**src/rtl/core/packed_trie_lookup_defines.svh**
```systemverilog
// ----------------------------------------------------------------------------
// Packed trie lookup: assertion macros
// Shared property macros; empty when SYNTHESIS is defined.
// ----------------------------------------------------------------------------
`ifndef PACKED_TRIE_LOOKUP_DEFINES_SVH
`define PACKED_TRIE_LOOKUP_DEFINES_SVH

`ifndef SYNTHESIS
// antecedent implies consequent in the same cycle
`define PTL_ASSERT_SAME(label, clk, rst_n, ante, cons) \
  label: assert property (@(posedge clk) disable iff (!rst_n) (ante) |-> (cons)) \
    else $error("packed_trie_lookup: same-cycle check failed");
// antecedent implies consequent in the next cycle
`define PTL_ASSERT_NEXT(label, clk, rst_n, ante, cons) \
  label: assert property (@(posedge clk) disable iff (!rst_n) (ante) |=> (cons)) \
    else $error("packed_trie_lookup: next-cycle check failed");
`else
`define PTL_ASSERT_SAME(label, clk, rst_n, ante, cons)
`define PTL_ASSERT_NEXT(label, clk, rst_n, ante, cons)
`endif

`endif

```
**src/rtl/core/ptl_pkg.sv**
```systemverilog
// ----------------------------------------------------------------------------
// Packed trie lookup: package
// Sizes, status codes and the control/status structs shared by the modules.
// ----------------------------------------------------------------------------
package ptl_pkg;

  localparam int unsigned TABLE_DEPTH = 4096;
  localparam int unsigned CHAR_BITS   = 16;

  localparam int unsigned ADDR_W  = $clog2(TABLE_DEPTH);
  localparam int unsigned SYM_W   = 16;
  localparam int unsigned IDX_W   = 16;
  localparam int unsigned ENTRY_W = SYM_W + 1 + IDX_W;

  localparam logic [ADDR_W-1:0] LAST_ADDR = ADDR_W'(TABLE_DEPTH - 1);
  // only the low CHAR_BITS bits of a character take part
  localparam logic [SYM_W-1:0]  CHAR_MASK = SYM_W'((64'd1 << CHAR_BITS) - 64'd1);

  localparam logic [1:0] ST_PENDING = 2'd0;
  localparam logic [1:0] ST_FOUND   = 2'd1;
  localparam logic [1:0] ST_MISS    = 2'd2;
  localparam logic [1:0] ST_IGNORED = 2'd3;

  typedef struct packed {
    logic load;    // write a table entry
    logic start;   // take a char word and begin the sibling scan
    logic ignore;  // take a char word while missed
    logic step;    // move to the next sibling
    logic resolve; // close the scan and latch the result
    logic emit;    // move the latched result into the output register
  } ctrl_cmd_t;

  typedef struct packed {
    logic is_char;
    logic missed;
    logic scan_more;
    logic out_free;
  } dp_status_t;

endpackage

```
**src/rtl/core/ptl_ctrl.sv**
```systemverilog
// ----------------------------------------------------------------------------
// Packed trie lookup: controller
// Sequences load, scan and result hand-off for each input word.
// ----------------------------------------------------------------------------
module ptl_ctrl (
  input  logic                  clk_i,
  input  logic                  rst_ni,
  input  logic                  in_valid_i,
  output logic                  in_ready_o,
  input  ptl_pkg::dp_status_t   dp_status_i,
  output ptl_pkg::ctrl_cmd_t    cmd_o
);

  typedef enum logic [2:0] {
    S_IDLE = 3'b001,
    S_SCAN = 3'b010,
    S_EMIT = 3'b100
  } state_e;

  state_e state_q, state_d;

  always_comb begin
    state_d    = state_q;
    cmd_o      = '0;
    in_ready_o = 1'b0;
    unique case (state_q)
      S_IDLE: begin
        in_ready_o = 1'b1;
        if (in_valid_i) begin
          if (!dp_status_i.is_char) begin
            cmd_o.load = 1'b1;
          end else if (dp_status_i.missed) begin
            cmd_o.ignore = 1'b1;
            state_d      = S_EMIT;
          end else begin
            cmd_o.start = 1'b1;
            state_d     = S_SCAN;
          end
        end
      end
      S_SCAN: begin
        if (dp_status_i.scan_more) begin
          cmd_o.step = 1'b1;
        end else begin
          cmd_o.resolve = 1'b1;
          state_d       = S_EMIT;
        end
      end
      S_EMIT: begin
        if (dp_status_i.out_free) begin
          cmd_o.emit = 1'b1;
          state_d    = S_IDLE;
        end
      end
      default: begin
        state_d = S_IDLE;
      end
    endcase
  end

  always_ff @(posedge clk_i or negedge rst_ni) begin
    if (!rst_ni) begin
      state_q <= S_IDLE;
    end else begin
      state_q <= state_d;
    end
  end

endmodule

```
**config.mk**
```make
export PLATFORM = sky130hd
export DESIGN_NAME = ptl_ctrl
export DESIGN_NICKNAME = d
export VERILOG_FILES = /design/src/rtl/core/packed_trie_lookup_defines.svh /design/src/rtl/core/ptl_pkg.sv /design/src/rtl/core/ptl_ctrl.sv
export SDC_FILE = /design/constraint.sdc
export NUM_CORES = 1
export LEC_CHECK = 0
export BUFFER_PORTS_ARGS = -buffer_cell sky130_fd_sc_hd__buf_4
export CAP_MARGIN = 30
export CORE_AREA = 4 4 41 43
export CTS_CLUSTER_SIZE = 16
export DETAILED_ROUTE_END_ITERATION = 10
export DIE_AREA = 0 0 45 47
export PLACE_DENSITY = 0.39
export SYNTH_ARGS = -nofsm -noshare
export SYNTH_HDL_FRONTEND = slang
export SYNTH_SLANG_ARGS = --single-unit
```
**constraint.sdc**
```tcl
create_clock -name clk_i -period 1.5 [get_ports clk_i]
set_clock_uncertainty 0.2 [all_clocks]
set_input_delay 0.3 -clock clk_i [delete_from_list [all_inputs] [get_ports clk_i]]
set_output_delay 0.3 -clock clk_i [all_outputs]
set_load 0.005 [all_outputs]
```
# Word level (Yosys, flattened, before mapping)
# Cells that the tools add are included.
[op_classes]
n_eq_ne = 7
muxes = 18
reduce_logical = 1
[ops]
columns = ["operator", "count"]
rows = [
  ["two-way mux 3 bit", 7],
  ["one-hot mux 3 bit (3 select lines)", 1],
  ["two-way mux 1 bit", 8],
  ["inequality test 2 bit, second input constant", 4],
  ["two-way mux 2 bit", 2],
  ["AND reduction 4 bit", 1],
  ["== test 3 x 1 -> 1 bit, second input constant", 1],
  ["== test 3 x 2 -> 1 bit, second input constant", 1],
  ["== test 3 bit, second input constant", 1],
]
[totals]
ff_bits = 3
out_inout_bits = 7

# Logic depth before layout (Yosys ltp)
# Gate-level depths: netlist of the first run.
[logic_depth]
depth_word = 4
ltp_mapped = 3

# Worst setup path before layout of the first run
# OpenSTA, ideal clock, no wires.
[synth_path]
kind = "reg-to-output"
from = "reg state_q[0]"
to = "out cmd_o[3] (netlist bit)"
t_arrival_ns = 1.143
required_time_ns = 1.000
slack_ns = -0.143
stages_incl_launch_ff = 4
n_path_buf = 0
cell_sequence = "dfstp_2 > nor3b_4 > and3_1 > and2_1"
[synth_lines]
columns = ["item", "line_no", "text"]
rows = [
  ["from (decl)", "ptl_ctrl.sv:20", "state_e state_q, state_d;"],
  ["from (signal assigned)", "ptl_ctrl.sv:65", "state_q <= state_d;"],
  ["to (decl)", "ptl_ctrl.sv:11", "output ptl_pkg::ctrl_cmd_t cmd_o"],
]

==> results of run 1 <==
## cell usage in the layout, fill, tap and decap left out, types with 2 or more instances in the layout
master	n
sky130_fd_sc_hd__dfrtp_1	2
sky130_fd_sc_hd__a211oi_2	2
sky130_fd_sc_hd__buf_4	20
sky130_fd_sc_hd__buf_6	3
sky130_fd_sc_hd__clkbuf_4	3
## through the flow
stage          cell area [µm²]  worst slack [ns]
6_report                   469            -0.432
4_1_cts                    453            -0.436
5_1_grt                    469            -0.508
3_3_place_gp               384            -0.147
3_5_place_dp               384            -0.187
2_1_floorplan              215            -0.140
## logic make-up (layout without fill, tap and decap cells)
| logic type | count (synthesis) | after routing | synth area share, % |
|---|---|---|---|
| AND/OR/NAND/NOR | 13 | 13 | 51.7 |
| AO/OA/AOI/OAI | 3 | 3 | 12.8 |
| flip-flops | 3 | 3 | 35.5 |
| buffers and inverters | 0 | 28 | 0 |
## layer usage
layer	track usage (%)	routed length [µm]	up-vias
li1	-	-	127
met1	6.83	261	121
met2	12.7	313	15
met3	3.45	60	3
met4	8.77	21	0
met5	0	0	-
## worst max-delay path, cell delays in order (launching register included)
cell	delay, ns
sky130_fd_sc_hd__dfstp_2	0.52
sky130_fd_sc_hd__nor3b_4	0.25
sky130_fd_sc_hd__and3_1	0.21
sky130_fd_sc_hd__and2_1	0.12
sky130_fd_sc_hd__buf_4	0.10
## how the worst min path moves through the flow
stage,start,end,slack (ns),cells past startpoint
CTS,dp_status_i[2],state_q[1],0.09,2
finish,dp_status_i[2],state_q[1],0.09,2
global placement,rst_ni,state_q[1],-0.11,1
global route,dp_status_i[2],state_q[1],0.1,2
floorplan,rst_ni,state_q[1],-0.20,0
detailed placement,rst_ni,state_q[1],-0.11,1
## area by class of cell
type / instances / area [µm²] / share of cell area [%]
Timing Repair Buffer: 24 / 194 / 41.3
Multi-Input combinational cell: 16 / 154 / 32.8
Sequential cell: 3 / 76.3 / 16.3
Tap cell: 15 / 18.8 / 4.00
Clock buffer: 4 / 26.3 / 5.60
## timing repair
| action | CTS | global route |
|---|---|---|
| setup buffers | 3 | 3 |
| hold buffers | 1 | 0 |
| setup endpoints to repair | 9 | 9 |
| pin swaps | 2 | 2 |
| resized for setup | 5 | 2 |
| hold endpoints to repair | 3 | 0 |
## power breakdown
part | leakage (µW) | internal, µW | total (µW) | switching, µW
clock network | 0.0000150 | 99.8 | 143 | 43.6
registers | 0.0000374 | 97.0 | 111 | 13.8
logic | 0.000175 | 140 | 212 | 71.8
total | 0.000227 | 337 | 466 | 129
==> metrics.md, run 1 <==
| Metric | Value |
|---|---|
| Vias in the first global route | 280 |
| Syn Area/Cell | 11.3 µm² |
| Slew at the pin closest to its max-slew limit | 0.256 ns |
| Capture point of the worst reg-to-reg path | state_q[2] |
| Number of nets with antenna violations after routing | 0 |
| # placed instances | 54 |
| Worst vdd ir | 0.444 mV |
| Worst min path class | input port to flop |
| Violations in the final reports | negative setup slack |
| CTS root buf | sky130_fd_sc_hd__clkbuf_4 |
| Final cell count without fillers | 62 |
| Remaining max-slew budget at the tightest pin | 82.9% |
| Number of flops mapped to enable cells by yosys | 0 |
| Overall die area | 0.00212 mm² |
| Routability congestion estimate from global placement | 0.702 |
| Buffers on Ports | 13 |
| Leading area contributor after synthesis | sky130_fd_sc_hd__dfrtp_1 |
| Total detailed-routing wirelength | 655 µm |
| Max-slew violations | 0 |
| End-of-flow core utilization | 36.1% |
| Gate count of the mapped netlist | 19 |
| Setup TNS after final layout | -2.24 ns |
| Top achievable clock speed | 0.518 GHz |
| DRC violation count after routing | 0 |
| Time the final worst path needs with I/O delays and setup | 1.93 ns |
| Static Leak | 0.000227 µW |
| Part of the Yosys area used for sequential elements | 35.5% |
| Total of flip-flops plus latches after synthesis | 3 |
| Core Footprint | 0.00130 mm² |
| Die Span Y | 47 µm |
| Num CTS Buffers | 3 |
| TritonCTS clock tree | done |
| Number of top-level pins | 14 |
| Critical path capture point type | primary output |
| Global-route usage over all layers | 7.83% |
| Unrepaired setup endpoints after global routing | yes |
| Worst setup margin | -0.432 ns |
| X dimension of the die | 45 µm |
| Final-stage net count | 55 |
| Clk buf depth | 2 |
| Wire length of the first global-routing pass | 1110 µm |
| Clock-pin slew on the worst setup and hold paths | 0.04 ns |
| Synthesized cell area | 215 µm² |
| Row cnt | 13 |
| Registers with the most flip-flops | state_q x3 |
| Clock insertion delay at the later pin of the skew report | 0.23 ns |
| Flip-flop count of the largest register, all copies and words added | 3 |
| Launching point of the worst reg2reg path | state_q[0] |
| Maximum capacitance violations | 0 |
| Via count of the routed design | 266 |
| Type of origin of the critical path | flop |
| Power density over cell area | 994 mW/mm² |
| Cell variety after synth | 18 |
| Endpoint required time on the critical path | 1.00 ns |
| Critical path startpoint | state_q[0] |
| Diode count | 0 |
| Starting density of the core | 16.5% |
| Leading cell type by number of instances after synthesis | sky130_fd_sc_hd__dfrtp_1 |
| Share of flip-flops with an asynchronous set or reset | 100% |
| Classification of the worst setup path | flop to primary output |
| Depth of the worst register-to-register path | 5 |
| TritonCTS sink count | 3 |
| Capture point of the worst path | cmd_o[3] |
| Number of inserted filler cells in the final layout | 147 |
| Largest register by flop count | state_q |
| Arrival time at the worst endpoint | 1.43 ns |
| Layout overhead on the synthesized area | 118% |
| Detailed-placement wirelength estimate | 516 µm |
| Worst Hold Margin | 0.0931 ns |
| Count of warnings emitted by yosys | 0 |
| Final Hold Fails | 0 |
| Fraction of final layout cells with drive strength greater than 1 | 72.3% |
| Maximum level of the CTS H-tree | 1 |
| Share of the clock period used by the worst path after layout | 129% |
| Nets in the synthesized netlist | 26 |
| Pin count of the biggest net entering global routing | 5 |
| Number of iterations in the first detailed-routing pass | 2 |
| Predominant post-synthesis flop cell | sky130_fd_sc_hd__dfrtp_1 |
| Via density per instance | 4.29 |
| Crit-path max FO | 4 |
| Number of antenna violations at the first check in global routing | 0 |
| WL/cell | 10.6 µm |
| Fraction of synthesized cell area taken by the top area cell type | 23.3% |
| Setup slack of the worst register-to-register path | -0.05 ns |
| Result of the run | finished, violations left |
| Overall Power | 466 µW |
| Gr ovfl total | 0 |
| Number of DRC violations after detailed-routing iteration 0 | 1 |
| Final count of negative-setup-slack endpoints | 8 |
| Main area contributors after synthesis | sky130_fd_sc_hd__dfrtp_1 (23%), sky130_fd_sc_hd__dfstp_2 (12%), sky130_fd_sc_hd__nor3b_4 (8.7%), sky130_fd_sc_hd__nor4b_2 (7.0%), sky130_fd_sc_hd__a211oi_2 (5.8%) |
Power figures use the tool's default switching activity.
==> run 2: changes to the inputs <==
--- a/config.mk
+++ b/config.mk
@@ -5,13 +5,14 @@
 export SDC_FILE = /design/constraint.sdc
 export NUM_CORES = 1
 export LEC_CHECK = 0
-export BUFFER_PORTS_ARGS = -buffer_cell sky130_fd_sc_hd__buf_4
 export CAP_MARGIN = 30
 export CORE_AREA = 4 4 41 43
 export CTS_CLUSTER_SIZE = 16
 export DETAILED_ROUTE_END_ITERATION = 10
 export DIE_AREA = 0 0 45 47
-export PLACE_DENSITY = 0.39
+export DONT_BUFFER_PORTS = 1
+export GPL_TIMING_DRIVEN = 0
+export PLACE_DENSITY = 0.3
 export SYNTH_ARGS = -nofsm -noshare
 export SYNTH_HDL_FRONTEND = slang
 export SYNTH_SLANG_ARGS = --single-unit
==> run 2 against run 1 <==
  * The flow still finishes with violations (negative setup slack)
  * Hold slack lost 0.069 ns
  * Critical path depth shrank 1
  * Power shrank 22%
  * Design area shrank 29%
  * Largest cell class is now multi-input combinational cells
  * Largest power group is now the clock network
==> metrics.md, run 2 (synthesis results as in run 1) <==
| Metric | Value |
|---|---|
| Row cnt | 13 (unchanged) |
| Clock insertion delay at the later pin of the skew report | 0.23 ns (about the same) |
| Fraction of final layout cells with drive strength greater than 1 | 58.6% (was 72.3%) |
| Vias in the first global route | 194 (was 280) |
| Number of antenna violations at the first check in global routing | 0 (unchanged) |
| CTS root buf | sky130_fd_sc_hd__clkbuf_4 (unchanged) |
| Setup TNS after final layout | -1.93 ns (was -2.24 ns) |
| Remaining max-slew budget at the tightest pin | 79.0% (was 82.9%) |
| Worst min path class | input port to flop (unchanged) |
| DRC violation count after routing | 0 (unchanged) |
| Flip-flop count of the largest register, all copies and words added | 3 (unchanged) |
| Power density over cell area | 1090 mW/mm² (was 994 mW/mm²) |
| TritonCTS clock tree | done (unchanged) |
| Wire length of the first global-routing pass | 821 µm (was 1110 µm) |
| Maximum capacitance violations | 0 (unchanged) |
| Clock-pin slew on the worst setup and hold paths | 0.04 ns (about the same) |
| Diode count | 0 (unchanged) |
| Worst vdd ir | 0.294 mV (was 0.444 mV) |
| Final cell count without fillers | 44 (was 62) |
| Max-slew violations | 0 (unchanged) |
| Via density per instance | 4.59 (was 4.29) |
| Total detailed-routing wirelength | 558 µm (was 655 µm) |
| Overall die area | 0.00212 mm² (unchanged) |
| Proportion of power drawn by flip-flops and latches | 32.5% (was 23.7%) |
| Core Footprint | 0.00130 mm² (unchanged) |
| Number of iterations in the first detailed-routing pass | 3 (was 2) |
| Number of top-level pins | 14 (unchanged) |
| Area of the multi-input gates | 154 µm² (unchanged) |
| Final Hold Fails | 0 (unchanged) |
| CP Cell Sequence | nor3b_4, and3_1, and2_1 (was nor3b_4, and3_1, and2_1, buf_4) |
| Internal power of the cells | 258 µW (was 337 µW) |
| Top achievable clock speed | 0.516 GHz (was 0.518 GHz) |
| Violations in the final reports | negative setup slack (unchanged) |
| Type of origin of the critical path | flop (unchanged) |
| X dimension of the die | 45 µm (unchanged) |
| Overall Power | 361 µW (was 466 µW) |
| Endpoint required time on the critical path | 1.00 ns (about the same) |
| Worst setup margin | -0.438 ns (was -0.432 ns) |
| Commonest cells after routing, fill and taps aside | sky130_fd_sc_hd__clkbuf_4 (3), sky130_fd_sc_hd__buf_4 (3), sky130_fd_sc_hd__nor3b_4 (2), sky130_fd_sc_hd__dlygate4sd3_1 (2), sky130_fd_sc_hd__dfrtp_2 (2) (was sky130_fd_sc_hd__buf_4 (20), sky130_fd_sc_hd__clkbuf_4 (3), sky130_fd_sc_hd__buf_6 (3)) |
| Num CTS Buffers | 3 (unchanged) |
| Die Span Y | 47 µm (unchanged) |
| Final-stage net count | 37 (was 55) |
| Combinational share of power | 28.8% (was 45.5%) |
| Sequential standard cell area | 78.8 µm² (was 76.3 µm²) |
| Routability congestion estimate from global placement | 0.631 (was 0.702) |
| Arrival time at the worst endpoint | 1.44 ns (was 1.43 ns) |
| Number of DRC violations after detailed-routing iteration 0 | 1 (unchanged) |
| Unrepaired setup endpoints after global routing | yes (unchanged) |
| Crit-path max FO | 6 (was 4) |
| Slowest CP cell | sky130_fd_sc_hd__dfstp_2 (unchanged) |
| Worst Hold Margin | 0.0237 ns (was 0.0931 ns) |
| Maximum level of the CTS H-tree | 1 (unchanged) |
| Sw Ratio | 28.6% (was 27.7%) |
| Gr ovfl total | 0 (unchanged) |
| Number of inserted filler cells in the final layout | 151 (was 147) |
| Cell area after placement | 234 µm² (was 384 µm²) |
| Starting density of the core | 16.5% (unchanged) |
| Sw Pwr | 103 µW (was 129 µW) |
| Clock share of power | 38.7% (was 30.8%) |
| Detailed-placement wirelength estimate | 411 µm (was 516 µm) |
| Number of nets with antenna violations after routing | 0 (unchanged) |
| Total non-filler cell area in the finished layout | 332 µm² (was 469 µm²) |
| Registers with the most flip-flops | state_q x3 (unchanged) |
| Via count of the routed design | 202 (was 266) |
| Worst stage delay on the critical path | 0.53 ns (was 0.52 ns) |
| Largest register by flop count | state_q (unchanged) |
| Global-route usage over all layers | 5.46% (was 7.83%) |
| Pin count of the biggest net entering global routing | 7 (was 5) |
| WL/cell | 12.7 µm (was 10.6 µm) |
| TritonCTS sink count | 3 (unchanged) |
| Critical path capture point type | primary output (unchanged) |
| Share of the clock period used by the worst path after layout | 129% (about the same) |
| # placed instances | 34 (was 54) |
| Result of the run | finished, violations left (unchanged) |
| Classification of the worst setup path | flop to primary output (unchanged) |
| Slew at the pin closest to its max-slew limit | 0.314 ns (was 0.256 ns) |
| Final count of negative-setup-slack endpoints | 8 (unchanged) |
| Buffers on Ports | 0 (was 13) |
| Time the final worst path needs with I/O delays and setup | 1.94 ns (was 1.93 ns) |
| Layout overhead on the synthesized area | 54.1% (was 118%) |
| Static Leak | 0.000129 µW (was 0.000227 µW) |
| Clk buf depth | 2 (unchanged) |
==> run 2: cell types whose count changed in the layout (fill, tap and decap cells not counted), moves of 2 or more <==
cell                      previous run  this run
sky130_fd_sc_hd__buf_4              20         3
sky130_fd_sc_hd__buf_6               3         1
sky130_fd_sc_hd__dfrtp_1             2         0
sky130_fd_sc_hd__dfrtp_2             0         2
==> run 2: layout make-up <==
class | count | area share [%]
Timing Repair Buffer | 6 | 16.2
Clock buffer | 4 | 7.92
Multi-Input combinational cell | 16 | 46.4
Tap cell | 15 | 5.66
Sequential cell | 3 | 23.8
==> run 2: worst max-delay path, delay by kind of cell, from the launching register on <==
| kind | cells | cell delay, ns |
|---|---|---|
| DFF | 1 | 0.53 |
| and+or+nand+nor | 3 | 0.67 |
==> run 2: what timing repair did <==
| item | in CTS | in global routing |
|---|---|---|
| buffers inserted | 5 | 1 |
| endpoints found under the hold margin | 4 | 0 |
| gates resized for setup | 6 | 3 |
| pin swaps | 2 | 2 |
| endpoints found under the setup margin | 8 | 10 |
| hold buffers | 2 | 0 |
==> run 2: final timing paths <==
check	start	end	slack (ns)	cells past startpoint
max	state_q[0]	cmd_o[3]	-0.44	3
min	in_valid_i	state_q[2]	0.02	2
min in group asynchronous	rst_ni	state_q[1]	0.12	1
min reg2reg	state_q[1]	state_q[1]	0.50	3
max in group asynchronous	rst_ni	state_q[0]	0.77	1
max reg2reg	state_q[0]	state_q[2]	-0.07	6
==> run 2: power groups by stage <==
| stage | Clock, µW | Combinational, µW | Sequential (µW) |
|---|---|---|---|
| final | 140 | 104 | 117 |
| after detailed placement | 0 | 71.7 | 118 |
| after global placement | 0 | 71.3 | 117 |
| after floorplan | 0 | 60.6 | 113 |
| after global routing | 149 | 112 | 120 |
| after CTS | 143 | 115 | 116 |
==> run 2: stage by stage <==
step | worst slack (ns) | util [%]
after floorplan | -0.140 | -
after global placement | -0.243 | 18.0
after detailed placement | -0.256 | 18.0
after CTS | -0.444 | 26.2
after global routing | -0.517 | 25.5
final | -0.438 | 25.5
==> run 2: per-layer routing <==
metal  vias to the layer above  part of all wire [%]  global-route usage, %
li1                         92                     -                      -
met1                       100                    39                   5.72
met2                         8                    51                   9.89
met3                         2                   6.8                      0
met4                         0                   3.0                   5.26
met5                         -                     0                      0
